<file path="src/rtl/core/bmhq_pkg.sv">
package bmhq_pkg;

    localparam int DEPTH_DEF     = 256;
    localparam int KEY_WIDTH_DEF = 32;
    localparam int OUT_KEY_W     = 32;
    localparam int CNT_W         = 9;

    typedef enum logic [1:0] {
        REQ_INSERT  = 2'd0,
        REQ_EXTRACT = 2'd1,
        REQ_PEEK    = 2'd2,
        REQ_NOP     = 2'd3
    } req_t;

    typedef enum logic [1:0] {
        ST_OK    = 2'd0,
        ST_EMPTY = 2'd1,
        ST_FULL  = 2'd2,
        ST_RSVD  = 2'd3
    } status_t;

    // command broadcast from the top level to every slot
    typedef enum logic [1:0] {
        CMD_IDLE   = 2'd0,
        CMD_INSERT = 2'd1,
        CMD_SHIFT  = 2'd2
    } cmd_t;

    typedef enum logic [1:0] {
        FSM_IDLE  = 2'd0,
        FSM_SHIFT = 2'd1,
        FSM_OUT   = 2'd2
    } fsm_t;

endpackage

</file>
<file path="src/rtl/core/bmhq_slot.sv">
// one sorted slot: keeps the row ordered ascending from slot 0
module bmhq_slot #(
    parameter int KEY_WIDTH = bmhq_pkg::KEY_WIDTH_DEF
) (
    input  logic                 aclk,
    input  logic                 aresetn,
    input  bmhq_pkg::cmd_t       cmd,
    input  logic [KEY_WIDTH-1:0] new_key,
    input  logic                 left_valid,
    input  logic [KEY_WIDTH-1:0] left_key,
    input  logic                 left_takes,
    input  logic                 right_valid,
    input  logic [KEY_WIDTH-1:0] right_key,
    output logic                 valid,
    output logic [KEY_WIDTH-1:0] key,
    output logic                 takes
);

    logic                 valid_reg, valid_next;
    logic [KEY_WIDTH-1:0] key_reg, key_next;

    // new key belongs here or before: slot empty or new key strictly smaller than held key (ties stay behind)
    assign takes = !valid_reg || (new_key < key_reg);

    always_comb begin
        valid_next = valid_reg;
        key_next   = key_reg;
        case (cmd)
            bmhq_pkg::CMD_INSERT: begin
                if (left_takes) begin
                    valid_next = left_valid;
                    key_next   = left_key;
                end else if (takes) begin
                    valid_next = 1'b1;
                    key_next   = new_key;
                end
            end
            bmhq_pkg::CMD_SHIFT: begin
                valid_next = right_valid;
                key_next   = right_key;
            end
            default: ;
        endcase
    end

    always_ff @(posedge aclk) begin
        if (!aresetn) begin
            valid_reg <= 1'b0;
        end else begin
            valid_reg <= valid_next;
        end
        key_reg <= key_next;
    end

    assign valid = valid_reg;
    assign key   = key_reg;

endmodule
</file>
<file path="config.mk">
export PLATFORM = sky130hd
export DESIGN_NAME = bmhq_slot
export DESIGN_NICKNAME = d
export VERILOG_FILES = /design/src/rtl/core/bmhq_pkg.sv /design/src/rtl/core/bmhq_slot.sv
export SDC_FILE = /design/constraint.sdc
export NUM_CORES = 1
export LEC_CHECK = 0
export ABC_CLOCK_PERIOD_IN_PS = 3800
export BUFFER_PORTS_ARGS = -buffer_cell sky130_fd_sc_hd__clkbuf_2
export CORE_MARGIN = 10
export CORE_UTILIZATION = 45
export CTS_CLUSTER_DIAMETER = 150
export CTS_CLUSTER_SIZE = 40
export DETAILED_ROUTE_END_ITERATION = 6
export GPL_TIMING_DRIVEN = 0
export PLACE_DENSITY = 0.87
export SYNTH_ARGS = -nofsm -noshare
export SYNTH_HDL_FRONTEND = slang
export SYNTH_SLANG_ARGS = --single-unit
</file>
<file path="constraint.sdc">
create_clock -name aclk -period 3.8 [get_ports aclk]
set_clock_uncertainty 0.1 [all_clocks]
set_input_delay 0.19 -clock aclk [delete_from_list [all_inputs] [get_ports aclk]]
set_output_delay 0.19 -clock aclk [all_outputs]
set_load 0.05 [all_outputs]
</file>
==> results of run 1 <==
[metal layers]
metal  part of all wire, %  GRT usage [%]  up-vias  wire, um
met1                    38          18.11     1075      2948
li1                      -              -     1214         -
met2                    50          31.18      112      3838
met4                   1.3          4.684        0        97
met3                    10          7.194        8       796
met5                     0              0        -         0
[layout by cell type (no fill, tap or decap)]
master	count
a211o_1	1
a211oi_1	1
a21o_1	2
a21oi_1	13
a221o_1	1
a311oi_1	1
a31oi_1	1
buf_1	3
clkbuf_1	10
clkbuf_2	135
clkbuf_8	6
dfxtp_1	1
edfxtp_1	32
ha_1	31
inv_1	33
mux2i_1	33
nand2_1	43
nand2b_1	2
nand3_1	3
nand4_1	5
nor2_1	4
nor2b_1	2
o21ai_0	36
o221ai_2	1
o31a_1	1
o41ai_4	1
or3_1	1
xor2_1	1
[synthesized netlist by cell type, types with 2 or more instances]
cell type,count
a21oi_1,13
ha_1,31
inv_1,33
clkbuf_1,8
a21o_1,2
nand2b_1,2
nand2_1,43
nor2b_1,2
nand3_1,3
nand4_1,5
nor2_1,4
edfxtp_1,32
buf_1,3
o21ai_0,36
mux2i_1,33
[metrics by stage]
| step | worst slack (ns) | std cells | total power [uW] |
|---|---|---|---|
| 5_1_grt | 0.1787 | 474 | 1277 |
| 3_5_place_dp | 0.3384 | 466 | 942.0 |
| 6_report | 0.3551 | 474 | 1202 |
| 4_1_cts | 0.3218 | 474 | 1215 |
| 2_1_floorplan | 0.5910 | 261 | 791.6 |
| 3_3_place_gp | 0.4081 | 466 | 927.0 |
[cell families after synthesis]
group | after synthesis
buffers and inverters | 44
adder cells (fa/ha/maj) | 31
multiplexers | 33
flip-flops | 33
AND/OR/NAND/NOR | 60
XOR/XNOR | 1
AO/OA/AOI/OAI | 59
[path summary, 6_finish.rpt]
kind             end  slack (ns)
max          key[26]        0.36
min            valid        0.07
max reg2reg  key[26]        0.36
min reg2reg    valid        0.43
[report_power, final]
| part | leakage, uW | internal [uW] | switching [uW] | total, uW |
|---|---|---|---|---|
| Clock | 0.0000455 | 148 | 125 | 273 |
| Sequential | 0.000324 | 456 | 21.3 | 477 |
| Combinational | 0.00137 | 148 | 305 | 453 |
[critical path, delay by kind of cell, from the launching register on]
family                     cells  cell delay, ns
adders and majority gates      1            0.23
buffers and inverters          2            1.02
AOI/OAI and AO/OA              6            1.29
DFF                            1            0.39
[cell type report]
class | count | area [um^2] | share of cell area [%]
Buffer | 11 | 41.29 | 1.239
Clock buffer | 8 | 90.09 | 2.703
Inverter | 33 | 123.9 | 3.716
Multi-Input combinational cell | 184 | 1334 | 40.02
Sequential cell | 33 | 980.9 | 29.43
Tap cell | 70 | 87.58 | 2.628
Timing Repair Buffer | 135 | 675.6 | 20.27
==> results.ini, run 1 <==
[run_status]
status=finished clean

[worst_hold_path]
min_from=aresetn
holdPathStages=3
hold_class=in -> reg

[detailed_routing]
vias=2409
viasPerCell=5.082
ant_nets=0
first_pass_iters=4
wirelength_um=7681
drc=0
drt_iter0_markers=83
wl_per_cell_um=16.20

[job]
maxCapViolations=0

[final_layout]
drive_gt1_share_pct=35.40
design_area_um2=3333
postLayoutCoreUtil_pct=63.64
fillers=471
diodes=0
area_growth_pct=34.41
largest_reg_flops=32
fin_nets=537

[grt]
track_usage_pct=17.38
grt_pass1_wl_um=12390
grt_pass1_vias=2741
overflow=0
antenna_found_initial=0
grt_start_max_net_pins=33

[setup_path]
crit_top_cell=inv_1
critPathSlowestCell=inv_1
required_ns=3.59
criticalPathCategory=reg -> reg
startpoint_type=register
crit_path_max_incr_delay_ns=0.95
path_max_fanout=32
r2r_start=key[2]
cp.arrival_ns=3.23
cp-startpoint=key[2]
worstPathCellList=inv_1, ha_1, a211o_1, a31oi_1, o221ai_2, a211oi_1, o31a_1, o41ai_4, inv_1
r2r_cells=9
cp-end-kind=register

[clock_tree]
cts.sinks=33
post_cts_buffers=0
clk_latency_ns=0.28
clk_pin_slew_ns=0.07
cts-resized-gates=0
htree_levels=2
cts.hold.buffers_added=0
cts_tree=built
clockBufferDepth=2
cts-root-buf=clkbuf_8
cts_buffers=5

[floorplanning]
row_count=26
dieHeight_um=94.24
start_util_pct=47.35
core_um2=5238
die-area_um2=8880
ios=137
die_x_um=94.24

[synthesis]
syn_nets=395
ys_seq_elements=33
yosysUniqueCellTypes=26
seq_area_frac_synth_pct=39.56
ys.flop_type=edfxtp_1
ys_top_cells_by_area=edfxtp_1, ha_1, mux2i_1
avgSynthCellArea_um2=9.501
synth-compound-area-share_pct=14.23
yosys.area_share.simple_pct=10.24
yosysWarnings=0
synth_top_cell_area_share_pct=38.75
synth_edf_count=32
synth_top_family_by_area=adder cells
async_reset_ff_share_pct=0
synth.area.mux_share_pct=13.32
syn_area_um2=2480
synth_top_area_cell=edfxtp_1
synthAdderAreaFrac_pct=15.64
syn_inst=261
synthXorXnorAreaFrac_pct=0.3532

[timing]
fmax_mhz=290.3
rsz0062_at_grt=no
setup_viol=0
period_needed_ns=3.445
fin_crit_sh_pct=90.66
tns_ns=0
finalMaxSlewViolations=0
hold_viol_final=0
slew_headroom_pct=13.68
tightest_slew_ns=1.293
whs_ns=0.07164

[place]
portBuffers=135
place_hpwl_um=6548
dpl-instance-area_um2=3243
gp_congestion=0.7761

[power]
powerDensity_nw_per_um2=360.7
vdd_drop_max_mv=0.2344
power.leakage_uw=0.001739

No activity file was read; power rests on OpenSTA's default activity.
==> run 2: changes to the inputs <==
Settings changed: BUFFER_PORTS_ARGS -buffer_cell sky130_fd_sc_hd__clkbuf_2 to unset, CORE_UTILIZATION 45 to 61, DONT_BUFFER_PORTS set to 1, PLACE_DENSITY 0.87 to 0.83.
==> run 2 against run 1 <==
Final area shrank 18%; power shrank 4.9%; core utilization increased by 5.0 points; sequential power rose by 31%; worst setup slack worse by 0.084 ns; global-route usage rose by 1.5 points; final cell count shrank 31%; first-iteration DRC count is 6.0% higher; critical path depth did not move; critical endpoint is now key[30]; count of clock-buffer cells in the layout fell by 1; worst hold slack worse by 0.065 ns.
==> results.ini, run 2 (synthesis results as in run 1) <==
[grt]
grt_pass1_vias=2130  ; -22%
grt_pass1_wl_um=10840  ; -12%
grt_start_max_net_pins=33  ; unchanged
antenna_found_initial=0  ; unchanged
track_usage_pct=18.85  ; +1.5 points
overflow=0  ; unchanged

[floorplanning]
die-area_um2=7016  ; -21%
row_count=23  ; -12%
start_util_pct=62.44  ; +15 points
die_x_um=83.76  ; -11%
dieHeight_um=83.76  ; -11%
core_um2=3971  ; -24%
ios=137  ; unchanged

[setup_path]
path_max_fanout=16  ; -50%
critPathSlowestCell=edfxtp_1
crit_path_max_incr_delay_ns=0.67  ; -0.28 ns
cp-end-kind=register
criticalPathCategory=reg -> reg
required_ns=3.60  ; about the same
worstPathCellList=inv_1, ha_1, nand2_1, or3_1, o221ai_2, a211oi_1, o31a_1, o41ai_4, clkinvlp_4
cp.arrival_ns=3.33  ; +0.10 ns
startpoint_type=register

[timing]
slew_headroom_pct=48.63  ; +35 points
hold_viol_final=0  ; unchanged
period_needed_ns=3.529  ; +0.08398 ns
finalMaxSlewViolations=0  ; unchanged
tightest_slew_ns=0.7705  ; -0.5228 ns
fin_crit_sh_pct=92.87  ; +2.2 points
fmax_mhz=283.4  ; -2.4%
tns_ns=0  ; unchanged
rsz0062_at_grt=no
setup_viol=0  ; unchanged

[place]
place_hpwl_um=5674  ; -13%
gp_congestion=0.7771  ; +0.13%
portBuffers=0  ; -100%

[final_layout]
final-seq-area_um2=980.9  ; unchanged
fillers=332  ; -30%
largest_reg_flops=32  ; unchanged
drive_gt1_share_pct=4.332  ; -31 points
final_cell_mix=nand2_1, o21ai_0, mux2i_1
multi_input_area_um2=1334  ; unchanged
fin_nets=410  ; -24%
diodes=0  ; unchanged
final_common_cell=nand2_1
area_growth_pct=9.889

[clock_tree]
clk_pin_slew_ns=0.07  ; about the same
cts.sinks=33  ; unchanged
clockBufferDepth=2  ; unchanged
cts_buffers=5  ; unchanged
cts_tree=built
post_cts_buffers=0  ; unchanged
htree_levels=2  ; unchanged
cts-root-buf=clkbuf_8
clk_latency_ns=0.28  ; about the same

[power]
power.leakage_uw=0.001210  ; -30%
vdd_drop_max_mv=0.3142  ; +34%
powerDensity_nw_per_um2=419.7  ; +16%
p_total_uw=1144  ; -4.9%

[detailed_routing]
ant_nets=0  ; unchanged
drc=0  ; unchanged
wl_per_cell_um=21.28  ; +31%
first_pass_iters=4  ; unchanged
wirelength_um=6960  ; -9.4%
viasPerCell=6.064  ; +19%
drt_iter0_markers=88  ; +6.0%
vias=1983  ; -18%

[job]
maxCapViolations=0  ; unchanged

[worst_hold_path]
hold_class=in -> reg

[run_status]
status=finished clean

[run 2: worst max-delay path: cells and delay by family, from the launching register on]
family | cells | cell delay [ns]
AO/OA/AOI/OAI | 4 | 1.05
adder cells (fa/ha/maj) | 1 | 0.31
buffers and inverters | 2 | 0.61
flip-flops | 1 | 0.67
AND/OR/NAND/NOR | 2 | 0.42
[run 2: through the flow]
step	hold slack, ns	area (um^2)	setup WS, ns	utilization [%]	cells
final	0.006332	2725	0.2711	68.62	327
after global routing	0.001535	2725	0.07638	68.62	327
after CTS	0.0004422	2718	0.04800	68.43	326
after detailed placement	0.2355	2542	0.008464	64.02	311
after global placement	0.2343	2542	0.04412	64.02	311
after floorplan	0.2288	2480	0.5910	-	261
[run 2: per-layer routing]
layer	share of wire, %	wire length (um)	vias to the layer above	global-route usage [%]
met4	1.5	106	0	4.566
li1	-	-	952	-
met2	51	3518	105	34.08
met5	0	0	-	0
met3	12	811	8	9.961
met1	36	2525	918	18.33
[run 2: final cells by class]
cell class	instances	area share, %
clock inverters	1	0.1837
plain buffers	11	1.515
flip-flops and latches	33	36.00
well taps	50	2.296
inverters	33	4.683
repair buffers	7	2.571
repair inverters	1	0.2755
multi-input cells	184	48.94
clock buffers	7	3.535
[run 2: power by group]
group / internal, uW / switching, uW / leakage, uW
clock network: 164 / 130 / 0.0000542
logic: 93.7 / 130 / 0.000832
registers: 458 / 169 / 0.000324
[run 2: final timing paths]
| path | start | endpoint | cells after the start | slack (ns) |
|---|---|---|---|---|
| max | key[5] | key[30] | 9 | 0.27 |
| min | right_key[17] | key[17] | 2 | 0.006 |
| max reg2reg | key[5] | key[30] | 9 | 0.27 |
| min reg2reg | valid | valid | 2 | 0.66 |
[run 2: repair_timing]
action | in CTS | in global routing
gates resized for setup | 1 | 1
endpoints found under the setup margin | 8 | 32
hold buffers | 7 | 0
pin swaps | 0 | 0
cloned | 0 | 1
hold endpoints to repair | 7 | 0
